<file path="src/rtl/dmss_pkg.sv">
`timescale 1ns / 1ps
`default_nettype none
package dmss_pkg;

   localparam int STEPS_DEF          = 16;
   localparam int VOICES_DEF         = 8;
   localparam int EVENT_CAPACITY_DEF = 64;

   localparam logic [15:0] SPS_RESET  = 16'd6000;
   localparam logic [6:0]  BASE_RESET = 7'd36;

   localparam logic [2:0] FUNC_TICK   = 3'd0;
   localparam logic [2:0] FUNC_BLOCK  = 3'd1;
   localparam logic [2:0] FUNC_DRUM   = 3'd2;
   localparam logic [2:0] FUNC_MELODY = 3'd3;
   localparam logic [2:0] FUNC_START  = 3'd4;
   localparam logic [2:0] FUNC_STOP   = 3'd5;
   localparam logic [2:0] FUNC_CLEAR  = 3'd6;

   localparam logic CSR_SPS  = 1'b0;
   localparam logic CSR_BASE = 1'b1;

   localparam logic [7:0] MIDI_NOTE_ON  = 8'h90;
   localparam logic [7:0] MIDI_NOTE_OFF = 8'h80;
   localparam logic [3:0] CHAN_DRUM     = 4'd9;
   localparam logic [3:0] CHAN_MELODY   = 4'd0;

   typedef enum logic [2:0] {
      ST_CLEAR,
      ST_IDLE,
      ST_READ,
      ST_EVAL,
      ST_PREV_OFF,
      ST_NOTE_ON,
      ST_FLUSH
   } state_type;

   typedef struct packed {
      logic drum_we;
      logic mel_we;
      logic rd_en;
   } pat_ctl_type;

endpackage
`default_nettype wire

</file>
<file path="src/rtl/dmss_if.sv">
`timescale 1ns / 1ps
`default_nettype none
interface dmss_req_if;
   logic        valid;
   logic        ready;
   logic [2:0]  func;
   logic [2:0]  voice;
   logic [3:0]  step_index;
   logic [6:0]  note;
   logic [6:0]  velocity;
   logic [15:0] block_len;

   modport source (output valid, func, voice, step_index, note, velocity, block_len,
                   input ready);
   modport sink   (input valid, func, voice, step_index, note, velocity, block_len,
                   output ready);
endinterface

interface dmss_rsp_if;
   logic        valid;
   logic        ready;
   logic [15:0] frame_offset;
   logic [7:0]  status_byte;
   logic [6:0]  note_number;
   logic [6:0]  velocity_out;
   logic        last;

   modport source (output valid, frame_offset, status_byte, note_number, velocity_out,
                   last, input ready);
   modport sink   (input valid, frame_offset, status_byte, note_number, velocity_out,
                   last, output ready);
endinterface
`default_nettype wire

</file>
<file path="src/rtl/dmss_pat_mem.sv">
`timescale 1ns / 1ps
`default_nettype none
module dmss_pat_mem #(
   parameter int STEPS  = dmss_pkg::STEPS_DEF,
   parameter int VOICES = dmss_pkg::VOICES_DEF,
   localparam int SW = $clog2(STEPS),
   localparam int VW = (VOICES > 1) ? $clog2(VOICES) : 1,
   localparam int AW = VW + SW
) (
   input  wire                     clock,
   input  dmss_pkg::pat_ctl_type   ctl,
   input  wire  [AW-1:0]           drum_waddr,
   input  wire  [6:0]              drum_wdata,
   input  wire  [AW-1:0]           drum_raddr,
   output logic [6:0]              drum_rdata,
   input  wire  [SW-1:0]           mel_waddr,
   input  wire  [6:0]              mel_wnote,
   input  wire  [6:0]              mel_wvel,
   input  wire  [SW-1:0]           mel_raddr,
   output logic [6:0]              mel_rnote,
   output logic [6:0]              mel_rvel
);
   import dmss_pkg::*;

   logic [6:0]  drum_mem [2**AW];
   logic [13:0] mel_mem  [2**SW];

   always_ff @(posedge clock) begin
      if (ctl.drum_we) begin
         drum_mem[drum_waddr] <= drum_wdata;
      end
      if (ctl.rd_en) begin
         drum_rdata <= drum_mem[drum_raddr];
      end
   end

   always_ff @(posedge clock) begin
      if (ctl.mel_we) begin
         mel_mem[mel_waddr] <= {mel_wnote, mel_wvel};
      end
      if (ctl.rd_en) begin
         {mel_rnote, mel_rvel} <= mel_mem[mel_raddr];
      end
   end

endmodule
`default_nettype wire

</file>
<file path="src/rtl/drum_melody_step_sequencer.sv">
`timescale 1ns / 1ps
`default_nettype none
// Step sequencer with VOICES drum tracks and one melody track, STEPS steps long. Requests
// other than a clear or a tick that lands on a step are done while the sequencer stays idle.
// A step tick scans the tracks one at a time through the pattern memory read port: each
// track is read, then evaluated, and each event sent waits in its send state until the
// response slot is free. After reset and after a clear request the pattern memory is swept
// to zero, one entry a cycle, over all 2**(VW+SW) entries (128 at the defaults), and no
// request is taken meanwhile; csr writes are taken at any time.
module drum_melody_step_sequencer #(
   parameter int STEPS          = dmss_pkg::STEPS_DEF,
   parameter int VOICES         = dmss_pkg::VOICES_DEF,
   parameter int EVENT_CAPACITY = dmss_pkg::EVENT_CAPACITY_DEF
) (
   input  wire          clock,
   input  wire          reset,
   dmss_req_if.sink     req_ch,
   dmss_rsp_if.source   rsp_ch,
   input  wire          csr_wr_en,
   input  wire          csr_index,
   input  wire  [15:0]  csr_wdata
);
   import dmss_pkg::*;

   localparam int SW = $clog2(STEPS);
   localparam int VW = (VOICES > 1) ? $clog2(VOICES) : 1;
   localparam int AW = VW + SW;
   localparam int TW = $clog2(VOICES + 1);

   state_type   state_ff, state_in;

   logic [15:0] sps_ff;
   logic [6:0]  base_ff;
   logic        playing_ff, playing_in;
   logic [15:0] tick_cnt_ff, tick_cnt_in;
   logic [SW-1:0] step_ff, step_in;
   logic [6:0]  ev_cnt_ff, ev_cnt_in;
   logic [15:0] blen_ff, blen_in;
   logic [15:0] gate_ff, gate_in;
   logic [TW-1:0] track_ff, track_in;
   logic        pend_ff, pend_in;
   logic [6:0]  cur_note_ff, cur_note_in;
   logic [3:0]  cur_chan_ff, cur_chan_in;
   logic [AW-1:0] sweep_ff, sweep_in;

   logic        rsp_valid_ff, rsp_valid_in;
   logic [15:0] rsp_off_ff, rsp_off_in;
   logic [7:0]  rsp_status_ff, rsp_status_in;
   logic [6:0]  rsp_note_ff, rsp_note_in;
   logic [6:0]  rsp_vel_ff, rsp_vel_in;
   logic        rsp_last_ff, rsp_last_in;

   pat_ctl_type pat_ctl;
   logic [AW-1:0] drum_waddr;
   logic [6:0]    drum_wdata;
   logic [6:0]    drum_rdata;
   logic [SW-1:0] mel_waddr;
   logic [6:0]    mel_wnote, mel_wvel;
   logic [6:0]    mel_rnote, mel_rvel;

   logic        accept;
   logic        slot_free;
   logic [16:0] cnt_inc;
   logic        step_hit;
   logic        tick_step;
   logic [15:0] half_step;
   logic [15:0] gate_calc;
   logic        is_mel;
   logic [6:0]  ev_vel;
   logic [6:0]  ev_note;
   logic [3:0]  ev_chan;
   logic        fits;
   logic        emit;
   logic        drum_wr_ok;
   logic        mel_wr_ok;

   assign req_ch.ready = state_ff == ST_IDLE;
   assign accept    = req_ch.valid && req_ch.ready;
   assign slot_free = !rsp_valid_ff || rsp_ch.ready;

   assign cnt_inc   = {1'b0, tick_cnt_ff} + 17'd1;
   assign step_hit  = cnt_inc >= {1'b0, sps_ff};
   assign tick_step = accept && (req_ch.func == FUNC_TICK) && playing_ff && step_hit;

   assign half_step = (sps_ff > 16'd1) ? (sps_ff >> 1) : 16'd1;
   assign gate_calc = (half_step >= blen_ff) ?
                      ((blen_ff > 16'd1) ? (blen_ff - 16'd1) : 16'd1) : half_step;

   assign is_mel  = track_ff == TW'(VOICES);
   assign ev_vel  = is_mel ? mel_rvel : drum_rdata;
   assign ev_note = is_mel ? mel_rnote : 7'(base_ff + 7'(track_ff));
   assign ev_chan = is_mel ? CHAN_MELODY : CHAN_DRUM;
   assign fits    = ({1'b0, ev_cnt_ff} + 8'd2) <= 8'(EVENT_CAPACITY);
   assign emit    = (ev_vel != 7'd0) && fits;

   assign drum_wr_ok = (32'(req_ch.voice) < VOICES) && (32'(req_ch.step_index) < STEPS);
   assign mel_wr_ok  = 32'(req_ch.step_index) < STEPS;

   // next state
   always_comb begin
      state_in = state_ff;
      unique case (state_ff)
         ST_CLEAR: begin
            if (sweep_ff == {AW{1'b1}}) begin
               state_in = ST_IDLE;
            end
         end
         ST_IDLE: begin
            if (accept && (req_ch.func == FUNC_CLEAR)) begin
               state_in = ST_CLEAR;
            end else if (tick_step) begin
               state_in = ST_READ;
            end
         end
         ST_READ: begin
            state_in = ST_EVAL;
         end
         ST_EVAL: begin
            if (emit) begin
               state_in = pend_ff ? ST_PREV_OFF : ST_NOTE_ON;
            end else if (!is_mel) begin
               state_in = ST_READ;
            end else begin
               state_in = pend_ff ? ST_FLUSH : ST_IDLE;
            end
         end
         ST_PREV_OFF: begin
            if (slot_free) begin
               state_in = ST_NOTE_ON;
            end
         end
         ST_NOTE_ON: begin
            if (slot_free) begin
               state_in = is_mel ? ST_FLUSH : ST_READ;
            end
         end
         ST_FLUSH: begin
            if (slot_free) begin
               state_in = ST_IDLE;
            end
         end
         default: begin
            state_in = ST_IDLE;
         end
      endcase
   end

   // datapath and outputs
   always_comb begin
      playing_in    = playing_ff;
      tick_cnt_in   = tick_cnt_ff;
      step_in       = step_ff;
      ev_cnt_in     = ev_cnt_ff;
      blen_in       = blen_ff;
      gate_in       = gate_ff;
      track_in      = track_ff;
      pend_in       = pend_ff;
      cur_note_in   = cur_note_ff;
      cur_chan_in   = cur_chan_ff;
      sweep_in      = sweep_ff;
      rsp_valid_in  = rsp_valid_ff && !rsp_ch.ready;
      rsp_off_in    = rsp_off_ff;
      rsp_status_in = rsp_status_ff;
      rsp_note_in   = rsp_note_ff;
      rsp_vel_in    = rsp_vel_ff;
      rsp_last_in   = rsp_last_ff;
      pat_ctl       = '0;
      drum_waddr    = {VW'(req_ch.voice), SW'(req_ch.step_index)};
      drum_wdata    = req_ch.velocity;
      mel_waddr     = SW'(req_ch.step_index);
      mel_wnote     = req_ch.note;
      mel_wvel      = req_ch.velocity;

      unique case (state_ff)
         ST_CLEAR: begin
            pat_ctl.drum_we = 1'b1;
            pat_ctl.mel_we  = 1'b1;
            drum_waddr      = sweep_ff;
            drum_wdata      = 7'd0;
            mel_waddr       = sweep_ff[SW-1:0];
            mel_wnote       = 7'd0;
            mel_wvel        = 7'd0;
            sweep_in        = sweep_ff + AW'(1);
         end
         ST_IDLE: begin
            sweep_in     = '0;
            if (accept) begin
               unique case (req_ch.func)
                  FUNC_TICK: begin
                     if (playing_ff) begin
                        if (step_hit) begin
                           tick_cnt_in = 16'd0;
                           step_in     = (step_ff == SW'(STEPS - 1)) ? '0 : step_ff + SW'(1);
                           gate_in     = gate_calc;
                           track_in    = '0;
                           pend_in     = 1'b0;
                        end else begin
                           tick_cnt_in = cnt_inc[15:0];
                        end
                     end
                  end
                  FUNC_BLOCK: begin
                     ev_cnt_in = 7'd0;
                     blen_in   = req_ch.block_len;
                  end
                  FUNC_DRUM: begin
                     pat_ctl.drum_we = drum_wr_ok;
                  end
                  FUNC_MELODY: begin
                     pat_ctl.mel_we = mel_wr_ok;
                  end
                  FUNC_START: begin
                     playing_in  = 1'b1;
                     step_in     = '0;
                     tick_cnt_in = 16'd0;
                  end
                  FUNC_STOP: begin
                     playing_in = 1'b0;
                  end
                  default: begin
                  end
               endcase
            end
         end
         ST_READ: begin
            pat_ctl.rd_en = 1'b1;
         end
         ST_EVAL: begin
            if (emit) begin
               ev_cnt_in = ev_cnt_ff + 7'd2;
            end else if (!is_mel) begin
               track_in = track_ff + TW'(1);
            end
         end
         ST_PREV_OFF, ST_FLUSH: begin
            if (slot_free) begin
               rsp_valid_in  = 1'b1;
               rsp_off_in    = gate_ff;
               rsp_status_in = MIDI_NOTE_OFF | {4'd0, cur_chan_ff};
               rsp_note_in   = cur_note_ff;
               rsp_vel_in    = 7'd0;
               rsp_last_in   = state_ff == ST_FLUSH;
            end
         end
         ST_NOTE_ON: begin
            if (slot_free) begin
               rsp_valid_in  = 1'b1;
               rsp_off_in    = 16'd0;
               rsp_status_in = MIDI_NOTE_ON | {4'd0, ev_chan};
               rsp_note_in   = ev_note;
               rsp_vel_in    = ev_vel;
               rsp_last_in   = 1'b0;
               cur_note_in   = ev_note;
               cur_chan_in   = ev_chan;
               pend_in       = 1'b1;
               if (!is_mel) begin
                  track_in = track_ff + TW'(1);
               end
            end
         end
         default: begin
         end
      endcase
   end

   always_ff @(posedge clock) begin
      if (reset) begin
         state_ff     <= ST_CLEAR;
         sps_ff       <= SPS_RESET;
         base_ff      <= BASE_RESET;
         playing_ff   <= 1'b0;
         tick_cnt_ff  <= 16'd0;
         step_ff      <= '0;
         ev_cnt_ff    <= 7'd0;
         blen_ff      <= 16'd0;
         track_ff     <= '0;
         pend_ff      <= 1'b0;
         sweep_ff     <= '0;
         rsp_valid_ff <= 1'b0;
      end else begin
         state_ff     <= state_in;
         playing_ff   <= playing_in;
         tick_cnt_ff  <= tick_cnt_in;
         step_ff      <= step_in;
         ev_cnt_ff    <= ev_cnt_in;
         blen_ff      <= blen_in;
         track_ff     <= track_in;
         pend_ff      <= pend_in;
         sweep_ff     <= sweep_in;
         rsp_valid_ff <= rsp_valid_in;
         if (csr_wr_en) begin
            unique case (csr_index)
               CSR_SPS:  sps_ff  <= csr_wdata;
               CSR_BASE: base_ff <= csr_wdata[6:0];
               default: begin
               end
            endcase
         end
      end
   end

   always_ff @(posedge clock) begin
      gate_ff       <= gate_in;
      cur_note_ff   <= cur_note_in;
      cur_chan_ff   <= cur_chan_in;
      rsp_off_ff    <= rsp_off_in;
      rsp_status_ff <= rsp_status_in;
      rsp_note_ff   <= rsp_note_in;
      rsp_vel_ff    <= rsp_vel_in;
      rsp_last_ff   <= rsp_last_in;
   end

   dmss_pat_mem #(
      .STEPS  (STEPS),
      .VOICES (VOICES)
   ) u_pat_mem (
      .clock      (clock),
      .ctl        (pat_ctl),
      .drum_waddr (drum_waddr),
      .drum_wdata (drum_wdata),
      .drum_raddr ({VW'(track_ff), step_ff}),
      .drum_rdata (drum_rdata),
      .mel_waddr  (mel_waddr),
      .mel_wnote  (mel_wnote),
      .mel_wvel   (mel_wvel),
      .mel_raddr  (step_ff),
      .mel_rnote  (mel_rnote),
      .mel_rvel   (mel_rvel)
   );

   assign rsp_ch.valid        = rsp_valid_ff;
   assign rsp_ch.frame_offset = rsp_off_ff;
   assign rsp_ch.status_byte  = rsp_status_ff;
   assign rsp_ch.note_number  = rsp_note_ff;
   assign rsp_ch.velocity_out = rsp_vel_ff;
   assign rsp_ch.last         = rsp_last_ff;

`ifndef ASSERT_OFF
   a_budget: assert property (@(posedge clock) disable iff (reset)
      32'(ev_cnt_ff) <= EVENT_CAPACITY)
      else $error("event budget overrun");

   a_last_is_off: assert property (@(posedge clock) disable iff (reset)
      (rsp_ch.valid && rsp_ch.last) |-> (rsp_ch.status_byte[7:4] == MIDI_NOTE_OFF[7:4]))
      else $error("last flag on a note-on");

   a_flush_pending: assert property (@(posedge clock) disable iff (reset)
      ((state_ff == ST_FLUSH) || (state_ff == ST_PREV_OFF)) |-> pend_ff)
      else $error("note-off sent with nothing pending");

   a_no_rsp_in_clear: assert property (@(posedge clock) disable iff (reset)
      (state_ff == ST_CLEAR) |=> !$rose(rsp_ch.valid))
      else $error("response raised during pattern clear");
`endif

endmodule
`default_nettype wire

</file>
<file path="src/flat_wrapper.sv">
// flat-port wrapper written by rule: the top's interface ports become plain ports
module drum_melody_step_sequencer_flat import dmss_pkg::*;
#(
   parameter int STEPS          = dmss_pkg::STEPS_DEF,
   parameter int VOICES         = dmss_pkg::VOICES_DEF,
   parameter int EVENT_CAPACITY = dmss_pkg::EVENT_CAPACITY_DEF
)
  (clock, reset, csr_wr_en, csr_index, csr_wdata, req_ch_valid, req_ch_func, req_ch_voice, req_ch_step_index, req_ch_note, req_ch_velocity, req_ch_block_len, req_ch_ready, rsp_ch_valid, rsp_ch_frame_offset, rsp_ch_status_byte, rsp_ch_note_number, rsp_ch_velocity_out, rsp_ch_last, rsp_ch_ready);
  dmss_req_if req_ch_i ();
  dmss_rsp_if rsp_ch_i ();
  input  wire clock;
  input  wire reset;
  input  wire csr_wr_en;
  input  wire csr_index;
  input  wire  [15:0] csr_wdata;
  input wire logic [$bits(req_ch_i.valid)-1:0] req_ch_valid;
  input wire logic [$bits(req_ch_i.func)-1:0] req_ch_func;
  input wire logic [$bits(req_ch_i.voice)-1:0] req_ch_voice;
  input wire logic [$bits(req_ch_i.step_index)-1:0] req_ch_step_index;
  input wire logic [$bits(req_ch_i.note)-1:0] req_ch_note;
  input wire logic [$bits(req_ch_i.velocity)-1:0] req_ch_velocity;
  input wire logic [$bits(req_ch_i.block_len)-1:0] req_ch_block_len;
  output wire logic [$bits(req_ch_i.ready)-1:0] req_ch_ready;
  output wire logic [$bits(rsp_ch_i.valid)-1:0] rsp_ch_valid;
  output wire logic [$bits(rsp_ch_i.frame_offset)-1:0] rsp_ch_frame_offset;
  output wire logic [$bits(rsp_ch_i.status_byte)-1:0] rsp_ch_status_byte;
  output wire logic [$bits(rsp_ch_i.note_number)-1:0] rsp_ch_note_number;
  output wire logic [$bits(rsp_ch_i.velocity_out)-1:0] rsp_ch_velocity_out;
  output wire logic [$bits(rsp_ch_i.last)-1:0] rsp_ch_last;
  input wire logic [$bits(rsp_ch_i.ready)-1:0] rsp_ch_ready;
  assign req_ch_i.valid = req_ch_valid;
  assign req_ch_i.func = req_ch_func;
  assign req_ch_i.voice = req_ch_voice;
  assign req_ch_i.step_index = req_ch_step_index;
  assign req_ch_i.note = req_ch_note;
  assign req_ch_i.velocity = req_ch_velocity;
  assign req_ch_i.block_len = req_ch_block_len;
  assign req_ch_ready = req_ch_i.ready;
  assign rsp_ch_valid = rsp_ch_i.valid;
  assign rsp_ch_frame_offset = rsp_ch_i.frame_offset;
  assign rsp_ch_status_byte = rsp_ch_i.status_byte;
  assign rsp_ch_note_number = rsp_ch_i.note_number;
  assign rsp_ch_velocity_out = rsp_ch_i.velocity_out;
  assign rsp_ch_last = rsp_ch_i.last;
  assign rsp_ch_i.ready = rsp_ch_ready;
  drum_melody_step_sequencer #(.STEPS(STEPS), .VOICES(VOICES), .EVENT_CAPACITY(EVENT_CAPACITY)) u_core (.clock(clock), .reset(reset), .req_ch(req_ch_i), .rsp_ch(rsp_ch_i), .csr_wr_en(csr_wr_en), .csr_index(csr_index), .csr_wdata(csr_wdata));
endmodule
</file>
<file path="config.mk">
export PLATFORM = sky130hd
export DESIGN_NAME = drum_melody_step_sequencer_flat
export DESIGN_NICKNAME = d
export VERILOG_FILES = /design/src/rtl/dmss_pkg.sv /design/src/rtl/dmss_if.sv /design/src/rtl/dmss_pat_mem.sv /design/src/rtl/drum_melody_step_sequencer.sv /design/src/flat_wrapper.sv
export SDC_FILE = /design/constraint.sdc
export NUM_CORES = 1
export LEC_CHECK = 0
export BUFFER_PORTS_ARGS = -buffer_cell sky130_fd_sc_hd__buf_2
export CORE_MARGIN = 2
export CORE_UTILIZATION = 60
export DETAILED_ROUTE_END_ITERATION = 7
export GPL_ROUTABILITY_DRIVEN = 0
export PLACE_DENSITY = 0.75
export SYNTH_ARGS = -nofsm -noshare
export SYNTH_HDL_FRONTEND = slang
export SYNTH_SLANG_ARGS = --single-unit
</file>
<file path="constraint.sdc">
create_clock -name clock -period 5.1 [get_ports clock]
set_clock_uncertainty 0.2 [all_clocks]
set_input_delay 0.51 -clock clock [delete_from_list [all_inputs] [get_ports clock]]
set_output_delay 0.51 -clock clock [all_outputs]
set_load 0.01 [all_outputs]
</file>
==> impl_metrics.toml <==
[status]
status = "complete, no violations"

[cells_and_area]
nFillCells = 5307
area_growth_pct = 12.0
layout-drive-gt1-share_pct = 24.2
fin_area_sq_um = 57700
finalNonFillerCells = 4155
final_util_pct = 67.8
mostFrequentLayoutCell = "edfxtp_1"
layout_common_cells = "edfxtp_1 (1198), mux4_2 (341), nor2_1 (211), nand2_1 (157), clkbuf_16 (123)"
final_nets = 3024

[setup_path]
cp_data_arrival_time_ns = 4.23
cp-end-kind = "register"
required_ns = 5.23
start_kind = "register"
critPathTopFamily = "simple AND/OR/NAND/NOR gates"
crit_fanout = 17
cp_slowest_cell = "and2_1"
critPathBufInv = 1
crit_type = "reg2reg"
slowest_delay_ns = 0.71
worstPathCellList = "ha_1 -> nand3_1 -> or2_2 -> inv_1 -> and3_1 -> xor2_1 -> ha_1 -> nand3_1 -> or3_1 -> a211o_1 -> nand4_2 -> and2_1"

[global_routing]
grt_pass1_wl_mm = 176
antenna_found_initial = 5
grt-ovfl-total = 0
grt_max_degree = 96
grt_pass1_vias = 27098
grt_usage_pct = 26.9

[place]
pre_cts_slack_ns = 1.03
place_area_sq_um = 53500
hpwl_mm = 70.7
placedCellCount = 3903
portBuffers = 97

[flow_run]
cap_violations = 0

[floorplanning]
die_h_um = 297
die_area_sq_um = 88300
io_pins = 103
core_sq_um = 85100
die_x_um = 297
rows = 107
start_util_pct = 60.5

[routing]
ant_nets = 0
drt_first_pass_iters = 6
wl_met1_mm = 44.6
drc = 0
met2_length_mm = 59.4
wl_met3_mm = 9.71
top_layer_used = "met5"
drt_wl_total_mm = 117
vias = 26861
wl_per_cell_um = 28.2
drtIter0Drc = 2984
vias_per_cell = 6.46

[cts]
path_clk_slew_ns = 0.06
post-cts-setup-buffers = 0
cts_max_path_buffers = 3
cts_root_buf = "clkbuf_16"
clock-sinks = 1280
clk_latency_ns = 0.71
cts_buffers = 121
cts_tree = "yes"
h-tree-depth = 3

[worst_hold_path]
hold_path.class = "in2reg"

[synthesis]
async_flop_share_pct = 0
ys.flop_type = "edfxtp_1"
synth.avg_cell_area_sq_um = 18.8
ys_warn_count = 0
syn-cell-area_sq_um = 51500
syn_inst = 2747
yosysUniqueCellTypes = 67
synth-seq-area-share_pct = 73.0
synth.ff_latch_count = 1280
synth_edf_count = 1198

[timing]
rsz0062_at_grt = "no"
worstMarginPinSlew_ns = 1.16
period_needed_ns = 4.10
period_share_pct = 80.4
holdWs_ns = 0.0478
setup_viol = 0
relSlewSlack_pct = 22.4
hold_viol_final = 0
fmax_mhz = 244
drv_slew = 0
finalSetupTns_ns = 0
layout_setup_ws_ns = 1.00

[power_and_ir_drop]
power_density_nw_per_um2 = 421
power.total_mw = 24.3
leakagePower_nw = 18.3
vdd_drop_max_uv = 336
[state kept, by name (all words and copies together) (netlist names), 16 cells and up]
register and flops:
u_core.blen_ff 16, u_core.gate_ff 16, u_core.rsp_ch.frame_offset 16, u_core.sps_ff 16, u_core.tick_cnt_ff 16, u_core.u_pat_mem.drum_mem 896, u_core.u_pat_mem.mel_mem 224
[worst register-to-register path: stages (launching register included)]
cell and delay, ns:
dfxtp_1 0.43, ha_1 0.27, nand3_1 0.17, or2_2 0.38, inv_1 0.08, and3_1 0.17, xor2_1 0.09, ha_1 0.33
nand3_1 0.09, or3_1 0.35, a211o_1 0.27, nand4_2 0.18, and2_1 0.71
[path summary, 6_finish.rpt]
kind | to | cells past startpoint | startpoint | slack [ns]
setup / recovery | u_core.gate_ff[14] | 12 | u_core.tick_cnt_ff[0] | 1.00
hold / removal | u_core.rsp_ch.valid | 4 | rsp_ch_ready | 0.05
setup reg to reg | u_core.gate_ff[14] | 12 | u_core.tick_cnt_ff[0] | 1.00
hold reg to reg | u_core.sps_ff[0] | 2 | u_core.sps_ff[0] | 0.27
[synth_stat cells, types with 20 or more instances]
| master | instances | share of area [%] |
|---|---|---|
| a21oi_1 | 91 | 0.88 |
| a31oi_1 | 21 | 0.25 |
| and2_1 | 38 | 0.46 |
| buf_2 | 41 | 0.40 |
| clkbuf_1 | 82 | 0.60 |
| dfxtp_1 | 82 | 3.2 |
| edfxtp_1 | 1198 | 70 |
| ha_1 | 43 | 1.0 |
| inv_1 | 41 | 0.30 |
| mux2i_1 | 36 | 0.70 |
| mux4_2 | 341 | 15 |
| nand2_1 | 157 | 1.1 |
| nand3_1 | 58 | 0.56 |
| nor2_1 | 212 | 1.5 |
| nor3_1 | 25 | 0.24 |
| o21ai_0 | 33 | 0.32 |
| xnor2_1 | 20 | 0.34 |
[cells by family (layout without fill, tap and decap cells)]
kind of cell,count (synthesis),after routing,share of synthesized area [%]
flip-flops,1280,1280,73.0
AND/OR/NAND/NOR,588,588,5.29
multiplexers,396,396,16.0
AO/OA/AOI/OAI,204,204,2.35
buffers and inverters,200,460,1.69
adder cells (fa/ha/maj),44,44,1.08
XOR/XNOR,33,33,0.561
other,2,6,0.0146
[area by class of cell]
type	instances	area [sq um]	area share [%]
Tap cell	1144	1430	2.48
Timing Repair Buffer	200	1500	2.60
Sequential cell	1280	37600	65.2
Clock buffer	142	3160	5.47
Multi-Input combinational cell	1270	13100	22.7
Inverter	45	169	0.293
Antenna cell	1	2.50	0.00433
Clock inverter	73	731	1.27
[metal layers]
| layer | track usage (%) | vias to the layer above |
|---|---|---|
| met5 | 0 | - |
| met4 | 7.47 | 2 |
| met3 | 4.19 | 222 |
| met2 | 45.1 | 1385 |
| met1 | 37.3 | 13888 |
| li1 | - | 11364 |
[power by group]
group          internal [mW]  switching [mW]
sequential              12.6           0.139
clock                   5.06            3.82
combinational          0.640            2.03
total                   18.3            5.99
[timing repair]
item | in CTS | in global routing
hold endpoints to repair | 40 | 0
hold buffers | 36 | 0
resized for setup | 0 | 0
(Power assumes the default switching activity.)
